## config.mk

```make
export PLATFORM = sky130hd
export DESIGN_NAME = der_integer_sequence_parser
export DESIGN_NICKNAME = d
export VERILOG_FILES = /design/src/hdl/dip_pkg.sv /design/src/hdl/dip_core.sv /design/src/hdl/der_integer_sequence_parser.sv
export SDC_FILE = /design/constraint.sdc
export NUM_CORES = 1
export LEC_CHECK = 0
export BUFFER_PORTS_ARGS = -buffer_cell sky130_fd_sc_hd__buf_2
export CAP_MARGIN = 15
export CORE_ASPECT_RATIO = 0.9
export CORE_MARGIN = 1.5
export CORE_UTILIZATION = 60
export CTS_BUF_LIST = sky130_fd_sc_hd__clkbuf_8
export CTS_CLUSTER_SIZE = 28
export DETAILED_ROUTE_END_ITERATION = 8
export GPL_TIMING_DRIVEN = 0
export HOLD_SLACK_MARGIN = 0.12
export PLACE_DENSITY = 0.82
export RECOVER_POWER = 25
export SLEW_MARGIN = 20
export SYNTH_ARGS = -nofsm -noshare
export SYNTH_HDL_FRONTEND = slang
export SYNTH_SLANG_ARGS = --single-unit
```

## constraint.sdc

```tcl
create_clock -name clk -period 6.45 [get_ports clk]
set_input_delay 1.29 -clock clk [delete_from_list [all_inputs] [get_ports clk]]
set_output_delay 1.29 -clock clk [all_outputs]
set_load 0.02 [all_outputs]
```

## src/hdl/dip_pkg.sv

```systemverilog
// Shared types and constants for the DER integer sequence parser.
// No dependencies; used by dip_core and der_integer_sequence_parser.
package dip_pkg;

  // Width of the kept value: upper bytes of a longer field shift out.
  localparam int ValueWidth = 64;
  localparam int OutWidth   = 64;

  // Configuration register indexes.
  localparam logic RegHeaderBytes = 1'b0;
  localparam logic RegFieldCount  = 1'b1;

  localparam logic [7:0] HeaderBytesReset = 8'd2;
  localparam logic [3:0] FieldCountReset  = 4'd9;

  // One completed field, passed from the parser core to the output stage.
  typedef struct packed {
    logic                  valid;
    logic [3:0]            index;
    logic [ValueWidth-1:0] value;
    logic                  last;
  } result_t;

endpackage

```

## src/hdl/dip_core.sv

```systemverilog
// Parser state and per-byte next-state logic for the DER integer parser.
// Depends on dip_pkg (result_t, ValueWidth).
module dip_core (
  input  logic             clk,
  input  logic             rst,
  input  logic             step,
  input  logic [7:0]       data_byte,
  input  logic             start_of_key,
  input  logic [7:0]       header_bytes,
  input  logic [3:0]       field_count,
  output dip_pkg::result_t res
);

  typedef enum logic [2:0] {
    PH_IDLE,
    PH_SKIP,
    PH_TAG,
    PH_LEN,
    PH_VALUE,
    PH_DONE
  } phase_t;

  phase_t                         phase;
  phase_t                         phase_next;
  phase_t                         phase_eff;
  logic [7:0]                     skip_left;
  logic [7:0]                     skip_next;
  logic [7:0]                     skip_eff;
  logic [7:0]                     bytes_left;
  logic [7:0]                     bytes_next;
  logic [7:0]                     bytes_eff;
  logic [dip_pkg::ValueWidth-1:0] accumulator;
  logic [dip_pkg::ValueWidth-1:0] accumulator_next;
  logic [dip_pkg::ValueWidth-1:0] acc_eff;
  logic [dip_pkg::ValueWidth+7:0] acc_shift;
  logic [3:0]                     field_number;
  logic [3:0]                     field_number_next;
  logic [3:0]                     fn_eff;
  logic [3:0]                     fn_inc;
  logic [3:0]                     count_eff;
  logic                           finish;
  logic                           is_last;

  // A start byte restarts the parse and is then consumed like any other byte.
  always_comb begin
    if (start_of_key) begin
      phase_eff = (header_bytes != 8'd0) ? PH_SKIP : PH_TAG;
      skip_eff  = header_bytes;
      bytes_eff = 8'd0;
      acc_eff   = '0;
      fn_eff    = 4'd0;
    end else begin
      phase_eff = phase;
      skip_eff  = skip_left;
      bytes_eff = bytes_left;
      acc_eff   = accumulator;
      fn_eff    = field_number;
    end
  end

  assign acc_shift = {acc_eff, data_byte};
  assign fn_inc    = fn_eff + 4'd1;
  assign count_eff = (field_count == 4'd0) ? 4'd1 : field_count;
  assign is_last   = (fn_inc == count_eff);

  always_comb begin
    phase_next        = phase_eff;
    skip_next         = skip_eff;
    bytes_next        = bytes_eff;
    accumulator_next  = acc_eff;
    field_number_next = fn_eff;
    finish            = 1'b0;
    case (phase_eff)
      PH_SKIP: begin
        skip_next = skip_eff - 8'd1;
        if (skip_eff == 8'd1) begin
          phase_next = PH_TAG;
        end
      end
      PH_TAG: begin
        phase_next = PH_LEN;
      end
      PH_LEN: begin
        accumulator_next = '0;
        bytes_next       = data_byte;
        if (data_byte == 8'd0) begin
          finish = 1'b1;
        end else begin
          phase_next = PH_VALUE;
        end
      end
      PH_VALUE: begin
        accumulator_next = acc_shift[dip_pkg::ValueWidth-1:0];
        bytes_next       = bytes_eff - 8'd1;
        if (bytes_eff == 8'd1) begin
          finish = 1'b1;
        end
      end
      default: begin
      end
    endcase
    if (finish) begin
      field_number_next = fn_inc;
      phase_next        = is_last ? PH_DONE : PH_TAG;
    end
  end

  assign res.valid = finish;
  assign res.index = fn_eff;
  assign res.value = accumulator_next;
  assign res.last  = is_last;

  always_ff @(posedge clk) begin
    if (rst) begin
      phase        <= PH_IDLE;
      skip_left    <= 8'd0;
      bytes_left   <= 8'd0;
      accumulator  <= '0;
      field_number <= 4'd0;
    end else if (step) begin
      phase        <= phase_next;
      skip_left    <= skip_next;
      bytes_left   <= bytes_next;
      accumulator  <= accumulator_next;
      field_number <= field_number_next;
    end
  end

endmodule

```

## src/hdl/der_integer_sequence_parser.sv

```systemverilog
// Top level of the DER integer sequence parser: config registers, handshake
// and result register. Depends on dip_pkg and dip_core.
//
// Usage:
//   Input channel (in_valid/in_ready) carries one key byte per transaction,
//   with start_of_key set on the first byte of each blob. After header_bytes
//   skipped bytes the block walks tag/length/value integer fields and emits
//   one result transaction (out_valid/out_ready) per completed field, with
//   its index, its low 64 value bits and a flag on the last configured field.
//   Bytes after the last field are dropped until the next start.
//   A result appears in the cycle after the byte that completes it.
//   Throughput: one byte per cycle unless stalled; the result register is the only stage.
//   in_ready is low only while a result is held and out_ready is low, so a
//   stalled receiver stalls the input after at most one pending result.
//   Reset: header_bytes returns to 2, field_count to 9, the parser waits
//   for a start byte and no result is pending.
//   Configuration: write_enable/reg_index/write_data, index 0 header_bytes,
//   index 1 field_count; write only while the block is idle.
module der_integer_sequence_parser (
  input  logic        clk,
  input  logic        rst,
  input  logic        write_enable,
  input  logic        reg_index,
  input  logic [7:0]  write_data,
  input  logic        in_valid,
  output logic        in_ready,
  input  logic [7:0]  data_byte,
  input  logic        start_of_key,
  output logic        out_valid,
  input  logic        out_ready,
  output logic [3:0]  field_index,
  output logic [63:0] field_value,
  output logic        last_field
);

  logic [7:0]       header_bytes;
  logic [3:0]       field_count;
  logic             in_fire;
  dip_pkg::result_t res;

  always_ff @(posedge clk) begin
    if (rst) begin
      header_bytes <= dip_pkg::HeaderBytesReset;
      field_count  <= dip_pkg::FieldCountReset;
    end else if (write_enable) begin
      case (reg_index)
        dip_pkg::RegHeaderBytes: header_bytes <= write_data;
        dip_pkg::RegFieldCount:  field_count  <= write_data[3:0];
        default: begin
        end
      endcase
    end
  end

  assign in_ready = !out_valid || out_ready;
  assign in_fire  = in_valid && in_ready;

  dip_core u_core (
    .clk          (clk),
    .rst          (rst),
    .step         (in_fire),
    .data_byte    (data_byte),
    .start_of_key (start_of_key),
    .header_bytes (header_bytes),
    .field_count  (field_count),
    .res          (res)
  );

  always_ff @(posedge clk) begin
    if (rst) begin
      out_valid <= 1'b0;
    end else if (in_fire && res.valid) begin
      out_valid <= 1'b1;
    end else if (out_ready) begin
      out_valid <= 1'b0;
    end
  end

  // Load the result register only when a field completes.
  always_ff @(posedge clk) begin
    if (in_fire && res.valid) begin
      field_index <= res.index;
      field_value <= dip_pkg::OutWidth'(res.value);
      last_field  <= res.last;
    end
  end

endmodule

```

* Word level (Yosys, flattened, before mapping)
Index checks and enable logic that the tools add are counted.
Operators by class: equality and inequality tests 7, add/subtract/negate cells 3, mux-type cells 21, reduce and logical (&&, ||, !) cells 10, bitwise gates (word level) 1
Operators by type and width (number):
- 64-bit one-hot mux with 2 select lines | 1
- 64-bit two-way mux | 1
- 8-bit two-way mux | 3
- 8-bit by 1-bit equality test with 1-bit output, second input constant | 2
- 8-bit one-hot mux with 2 select lines | 1
- 8-bit by 1-bit subtractor with 8-bit output, second input constant | 2
- 3-bit two-way mux | 5
- 4-bit two-way mux | 3
- 3-bit one-hot mux with 3 select lines | 1
- 8-bit logical NOT | 1
- 8-bit nonzero test | 1
- 3-bit by 2-bit equality test with 1-bit output, second input constant | 2
- 4-bit by 1-bit adder with 4-bit output, second input constant | 1
- 4-bit equality test | 1
- 4-bit logical NOT | 1
- 1-bit two-way mux | 4
- 2-bit AND reduction | 2
- 3-bit by 1-bit equality test with 1-bit output, second input constant | 1
- 3-bit equality test, second input constant | 1
- 1-bit logical AND | 2
- 2-bit two-way mux | 1
- 1-bit one-hot mux with 2 select lines | 1
- 2-bit nonzero test | 1
- 1-bit logical NOT | 1
- other kinds (2) | 2
Word-level totals: input port bits 23, output and inout bits 71, flip-flop bits (word level) 169

* Depth between registers and ports, before layout
Gate-level depths: netlist of the first run.
depth after elaboration 7, mapped depth 10, mapped depth without buffers 8

* Hierarchy
A second synthesis of the first run with hierarchy kept.
Unflattened totals: cell total of the unflattened synthesis 673, area total of the unflattened synthesis 7360.8 µm²
By module, submodules not included:
- dip_core | instances 1, cells each 546, area an instance 4713.3 µm²
- der_integer_sequence_parser | instances 1, cells each 127, area an instance 2647.5 µm²

* Worst setup path after synthesis of the first run
No wires, ideal clock.
path type input to register, start input port out_ready, end register field_index[0] (enable), data required time 5931 ps, library setup time 519 ps, data arrival time 5728 ps, slack 204 ps, stages 6, cells stage by stage nand2b_1 clkbuf_1 nand2_1 clkbuf_1 clkbuf_1 a21oi_1
On the way: word-level cells in the longest chain between the ends 3
RTL lines:
- start: declaration | line der_integer_sequence_parser.sv:30 | input logic out_ready,
- 1-bit logical OR | line der_integer_sequence_parser.sv:55 | assign in_ready = !out_valid || out_ready;
- net in_ready | line der_integer_sequence_parser.sv:26 | output logic in_ready,
- 1-bit logical AND | line der_integer_sequence_parser.sv:56 | assign in_fire = in_valid && in_ready;
- 1-bit logical AND | line der_integer_sequence_parser.sv:81 | if (in_fire && res.valid) begin
- end signal: assignment | line der_integer_sequence_parser.sv:82 | field_index <= res.index;
- end: declaration | line der_integer_sequence_parser.sv:31 | output logic [3:0] field_index,
The timed path passes the listed nets, and every way through them passes these cells. A chain may end at the register's enable or synchronous reset.

==> results.md, run 1 <==
- The class of the tightest hold or removal check is reg2reg.
- The number of nets in the synthesized netlist is 772.
- The internal power of the cells totals 1.53 mW.
- The routed design has 18900 um of wire.
- The total of cells resized after clock tree synthesis is 0.
- The synthesized instance count is 744.
- The mean instance size in the synthesized netlist is 9.90 um2.
- The combinational share of power is 7.2%.
- The minimum clock period is 4.36 ns.
- The commonest cells after synthesis are nand2_1, dfxtp_1, a21oi_1.
- The commonest register cell after synthesis is dfxtp_1.
- The repair_antennas step left the layout with diodes totalling 0.
- The number of endpoints with negative hold slack in the final report is 0.
- The net switching power of the design is 0.473 mW.
- The maximum buffer depth of the clock tree is 2.
- The floorplan die area is 13000 um2.
- The number of placement rows is 38.
- The total number of H-tree levels is 4.
- The classification of the worst setup path is in2reg.
- The peak fanout along the critical path is 10.
- The initial antenna violation count was 0.
- The sum of overflow across all layers after global routing is 0.
- The top cell type's share of synthesized area is 28.1%.
- The run finished with clean final reports.
- In the global route stage, overall resource usage came out at 29.7%.
- The number of warnings issued by yosys is 0.
- Including well taps, the total number of placed cells is 1000.
- The fraction of power consumed by the clock network is 36.7%.
- The die width is 120 um.
- The pre-antenna-repair detailed-routing pass consisted of 6 iterations.
- The die boundary height is 108 um.
- Multiplexer cells account for 1.04% of the synthesized area.
- Setup repair after global routing left no endpoint under its margin.
- The number of enable flip-flop cells after synthesis is 69.
- The clock network latency to the later pin of the worst-skew pair is 0.47 ns.
- The tree built by TritonCTS fans out to 169 sinks.
- The DRC violations left is 0.
- The layout net count is 887.
- The slew at the pin closest to its max-slew limit is 0.744 ns.
- The arrival time reported for the critical path endpoint is 4.71 ns.
- The number of global-route vias before repair is 5962.
- The per-cell via count in the routed design is 6.24.
- Derived from the worst setup path, the maximum achievable clock frequency is 229 MHz.
- The port buffer count is 93.
- The worst pin sits at a relative slew slack of 50.4%.
- The first routing iteration left 754 violations.
- The post-detailed-route count of antenna-violating nets is 0.
- The largest area contributor in the synthesized netlist is edfxtp_1.
- Entering global routing, the biggest net connects 28 pins.
- The tool flagged a number of max-cap violations equal to 0.
- The final HPWL from detailed placement is 13100 um.
- Setup violations remaining at the end of the flow were counted as 0.
- For the final database, setup skew stands at 0.0150 ns.
- Yosys attributes the largest share of cell area to edfxtp_1, dfxtp_1, a22o_1.
- The simple-gate share of the synthesized area is 13.0%.
- The number of distinct library cells after synthesis is 68.
- The area fraction in compound gates after synthesis is 25.0%.
- The first global-routing pass estimated 29700 um of wire.
- Hold is met by 0.460 ns.
- nand2_1 is the most common cell in the netlist.
- The number of standard cells in the final layout excluding fillers is 1031.
- The TritonCTS clock tree is yes.
- The initial cell density of the core is 61.3%.
- The type of destination of the critical path is a flop.
- The count of boundary I/O pins is 94.
- Summing the sequential cell areas from Yosys gives 55.3% of the chip area.
- The combinational family with the most area after synthesis is compound AO/OA/AOI/OAI gates.
- The number of vias after detailed routing is 6434.
- The worst voltage drop across the vdd grid is 0.000153 V.
- Summed over all cells, the static leakage comes to 2.77 nW.
- The tree is rooted in a clkbuf_8.
- The final max-slew violation count came to 0.
- The total area inside the core boundary comes to 12000 um2.
- Of the total power, the share spent switching nets is 23.6%.
- The average wire per cell in the routed design is 18.3 um.
- After synthesis, the share of flip-flops with an asynchronous set or reset is 0%.
- The power density of the placed cells is 238 nW/um2.
- After clock tree synthesis, the setup repair step added 0 buffers.
- After clock tree synthesis, the clock-pin slew on the worst setup and hold paths is 0.09 ns.
- The post-route netlist has 10.6% of its cells at a drive strength greater than 1.
- Counting the buffers created by CTS gives 17.
- After Yosys synthesis, XOR and XNOR cells account for 0.832% of the synthesized area.
- The adder-cell share of the synthesized area is 0.849%.
- Routability-driven placement finished with a final weighted congestion of 0.899.
- The number of storage elements in the synthesis netlist is 169.
- The share of the clock period used by the worst path after layout is 67.6%.
- The kind of start point of the critical path is an input pin.
- The required time reported for the critical path endpoint is 6.80 ns.
- The post-synthesis cell area is 7370 um2.
- The accumulated negative setup slack is 0 ns.
- The synthesis-to-finish area growth is 14.3%.
- The register share of total power is 56.2%.
- Buffers inserted to repair hold after CTS numbered 0.
-- cells in the final DEF (no fill, tap or decap), types with 3 or more instances in the layout --
cell,instances
xnor2_1,5
a31oi_1,11
ha_1,5
nand3_1,12
bufinv_16,3
nand2_1,115
a22o_1,64
nor4_1,7
o2111ai_1,5
buf_4,4
dfxtp_1,100
clkinv_1,5
and2_1,3
a211o_1,3
nor2_1,14
clkbuf_1,102
o21ai_0,76
a21oi_1,92
nor3_1,9
o21ai_1,9
nor2b_1,8
mux2i_1,4
buf_16,3
inv_1,10
and3_1,3
nand2b_1,8
buf_1,3
clkbuf_8,17
buf_2,45
edfxtp_1,69
-- final cells by class --
type	instances	area (um2)
multi-input cells	507	3010
inverters	7	26.3
well taps	160	200
flip-flops and latches	169	4070
plain buffers	61	264
fillers	960	3610
clock buffers	17	234
repair buffers	96	468
clock inverters	14	141
-- final timing paths --
check	startpoint	to	slack, ns	cells after the start
hold reg to reg	u_core.skip_left[1]	u_core.skip_left[1]	0.46	2
hold / removal	u_core.skip_left[1]	u_core.skip_left[1]	0.46	2
setup / recovery	start_of_key	u_core.phase[0]	2.09	11
setup reg to reg	out_valid	field_value[52]	3.59	8
-- flip-flops by register name, summed over array words and instances (netlist names), 3 cells and up --
register / flops
field_index: 4
u_core.phase: 3
u_core.accumulator: 64
u_core.bytes_left: 8
field_count: 4
u_core.skip_left: 8
field_value: 64
header_bytes: 8
u_core.field_number: 4
-- kinds of logic (layout without fill, tap and decap cells) --
kind of cell,count (synthesis),after routing
flip-flops,169,169
multiplexers,7,7
AO/OA/AOI/OAI,289,289
buffers and inverters,68,195
XOR/XNOR,7,7
adder cells (fa/ha/maj),5,5
AND/OR/NAND/NOR,199,199
-- metal layers --
metal	global-route usage, %	wire length (um)
met1	38.4	7990
met5	0	0
met2	48.5	9050
met3	5.38	1370
met4	15.0	483
-- critical path, stage by stage --
cell	delay, ns
clkbuf_1	0.30
buf_2	0.32
buf_1	0.44
buf_1	0.55
nor2b_1	0.16
ha_1	0.28
xnor2_1	0.25
xnor2_1	0.13
nor4_2	0.52
nor4_1	0.11
nor4_1	0.35
-- stage by stage --
| stage | utilization (%) | power [mW] | worst slack [ns] | instance area (um2) |
|---|---|---|---|---|
| after global placement | 66.8 | 1.28 | -1.29 | 8030 |
| after CTS | 70.7 | 2.00 | 2.35 | 8500 |
| after detailed placement | 67.6 | 1.29 | 1.94 | 8130 |
| after global routing | 70.0 | 2.06 | 1.92 | 8420 |
| after floorplan | - | 1.24 | 0.204 | 7370 |
| final | 70.0 | 2.00 | 2.09 | 8420 |
-- power by group through the flow --
stage | clock (mW) | sequential, mW | combinational (mW)
after floorplan | 0 | 1.15 | 0.0951
after global placement | 0 | 1.15 | 0.134
after detailed placement | 0 | 1.15 | 0.139
after CTS | 0.736 | 1.12 | 0.140
after global routing | 0.781 | 1.13 | 0.157
final | 0.734 | 1.12 | 0.143
Power figures use the tool's default switching activity.
==> run 2, diff against run 1 <==
Clock period 6.45 ns to 4.4 ns, I/O delays scaled along.
==> run 2 against run 1 <==
Against the previous run:
- worst setup slack lost 1.4 ns
- die area stayed put
- sequential share of layout area about the same
- clock skew decreased by 0.0070 ns
- global-route usage fell by 0.26 points
- cell count barely moved
- routed wire length decreased by 1.8%
- core utilization about the same
- worst hold slack worse by 0.0011 ns
- critical endpoint is now u_core.phase[1]
- clock power grew 49%
- sequential power grew 47%
==> results.md, run 2 (synthesized netlist as in run 1, its figures left out) <==
- The layout net count is 887.
- The cts-stage hold buffer count is 0.
- The minimum clock period is 3.74 ns.
- Global routing finished with a remaining overflow of 0.
- The number of sinks driven by the clock tree is 169.
- The smallest setup slack after layout is 0.656 ns.
- The total of cells resized after clock tree synthesis is 0.
- The slew at the pin closest to its max-slew limit is 0.786 ns.
- The first detailed-routing pass took 5 iterations.
- The violation count after the first detailed-route iteration is 580.
- The arrival time reported for the critical path endpoint is 4.09 ns.
- The number of vias after detailed routing is 6347.
- Summing all flip-flop and latch instances after layout gives 4070 um2.
- Leaving out fill and tap cells, the most frequent cells in the layout are nand2_1, clkbuf_1, dfxtp_1.
- Detailed placement ended at an HPWL of 13200 um.
- The clock passes through at most 2 buffers.
- The layer with the highest usage after global routing is met2.
- After routing the design area is 8420 um2.
- Measured against its own limit, the worst slew margin works out to 47.6%.
- Measured along the y axis, the die boundary spans 108 um.
- The multi-input combinational cell area is 3010 um2.
- TritonCTS built the clock tree.
- The met1 track demand over resource in global routing is 36.8%.
- The number of endpoints with negative hold slack in the final report is 0.
- The global-route met2 utilization is 48.3%.
- The per-cell via count in the routed design is 6.15.
- The most frequent standard cell in the layout excluding fill and tap cells is nand2_1.
- Across the VDD grid, the largest voltage drop is 0.000257 V.
- The analysis attributes to cell leakage a power of 2.79 nW.
- The type of destination of the critical path is a flop.
- The number of clock buffers added by TritonCTS is 17.
- The average wire per cell in the routed design is 18.0 um.
- Once the floorplan was initialized, standard cells occupied 61.3% of the core.
- Setup total negative slack on the finished layout was measured at 0 ns.
- For this run, the top clock speed supported by timing is 267 MHz.
- Compared with the post-synthesis result, the final layout area differs by 14.3%.
- The flow ran to the end, and the final reports show no timing, DRC or antenna violations.
- The total of fill cells in the finished design is 955.
- The number of inserted diodes is 0.
- The first global-routing pass estimated 29500 um of wire.
- The floorplan die area is 13000 um2.
- The final max-slew violation count came to 0.
- The detail route stage leaves a number of antenna-violating nets equal to 0.
- The overall track demand over capacity in global routing is 29.4%.
- Of all nets on the critical path, the largest fanout is 10.
- STA classifies the critical path startpoint as an input pin.
- The number of cells traversed by the worst hold path is 2.
- The total number of H-tree levels is 4.
- The initial antenna violation count is 0.
- STA puts the critical path data required time at 4.75 ns.
- The routed wire length is 18600 um.
- The clock edge transition at the registers on the reported setup and hold paths is 0.08 ns.
- The count of buffers added on input and output ports is 93.
- The worst path uses 85.1% of the clock period.
- The post-route netlist has 11.1% of its cells at a drive strength greater than 1.
- The post-detailed-placement cell area is 8120 um2.
- Row generation in the floorplan step produced 38 rows.
- Entering global routing, the biggest net connects 23 pins.
- For this run, global-route usage on met3 was measured as 8.39%.
- Power comes to 2.95 mW.
- The class of the tightest hold or removal check is reg2reg.
- The classification of the worst setup path is in2reg.
- The number of violations of the max-capacitance limit is 0.
- The die width is 120 um.
- The number of global-route vias before repair is 5956.
- The routability-driven placement congestion ratio is 0.905.
- The post-placement setup slack is 0.416 ns.
- The area of the placeable core is 12000 um2.
- For this run, design rule violations remaining after detail routing come to 0.
- The smallest hold slack is 0.459 ns.
- The power density of the placed cells is 350 nW/um2.
- For the worst flop-to-flop path, the logic depth is 8.
- The number of setup buffers added after CTS is 0.
- The clock root buffer is clkbuf_8.
- The largest registers in the layout are field_value: 64 flops, u_core.accumulator: 64 flops.
- The clock network latency to the later pin of the worst-skew pair is 0.46 ns.
- Pin placement for this block handled 94 I/O pins.
- The worst-case clock skew is 0.00805 ns.
- Setup repair after global routing left no endpoint under its margin.
- The number of failing setup endpoints in the final timing report is 0.
[run 2: worst paths after layout]
kind              slack, ns                 from                   to
setup / recovery       0.66         start_of_key      u_core.phase[1]
hold / removal         0.46  u_core.skip_left[0]  u_core.skip_left[0]
setup reg to reg       1.47            out_valid      field_value[60]
hold reg to reg        0.46  u_core.skip_left[0]  u_core.skip_left[0]
[run 2: critical path, cell delays in order]
cell and delay, ns:
clkbuf_1 0.27, buf_2 0.32, buf_1 0.47, buf_1 0.54
nor2b_1 0.16, ha_1 0.26, xnor2_1 0.15, xnor2_1 0.22
and4b_1 0.27, o211a_1 0.24, a2111oi_1 0.30
[run 2: layout make-up]
class / count / share of cell area, %
inverters: 7 / 0.312
flip-flops and latches: 169 / 48.4
repair buffers: 96 / 5.41
clock inverters: 15 / 1.89
well taps: 160 / 2.38
multi-input cells: 507 / 35.7
plain buffers: 61 / 3.13
clock buffers: 17 / 2.78
[run 2: routing by layer]
layer / wire (um) / vias to the layer above
li1: - / 2985
met1: 7680 / 3014
met2: 9040 / 304
met3: 1380 / 44
met4: 452 / 0
met5: 0 / -
[run 2: through the flow]
| step | instances | util [%] |
|---|---|---|
| 2_1_floorplan | 744 | - |
| 3_3_place_gp | 997 | 66.8 |
| 3_5_place_dp | 1000 | 67.5 |
| 4_1_cts | 1032 | 70.7 |
| 5_1_grt | 1032 | 70.0 |
| 6_report | 1032 | 70.0 |
[run 2: power breakdown]
part / internal (mW) / leakage, nW / switching [mW]
logic: 0.0678 / 1.21 / 0.141
clock network: 0.552 / 0.211 / 0.540
registers: 1.63 / 1.38 / 0.0172
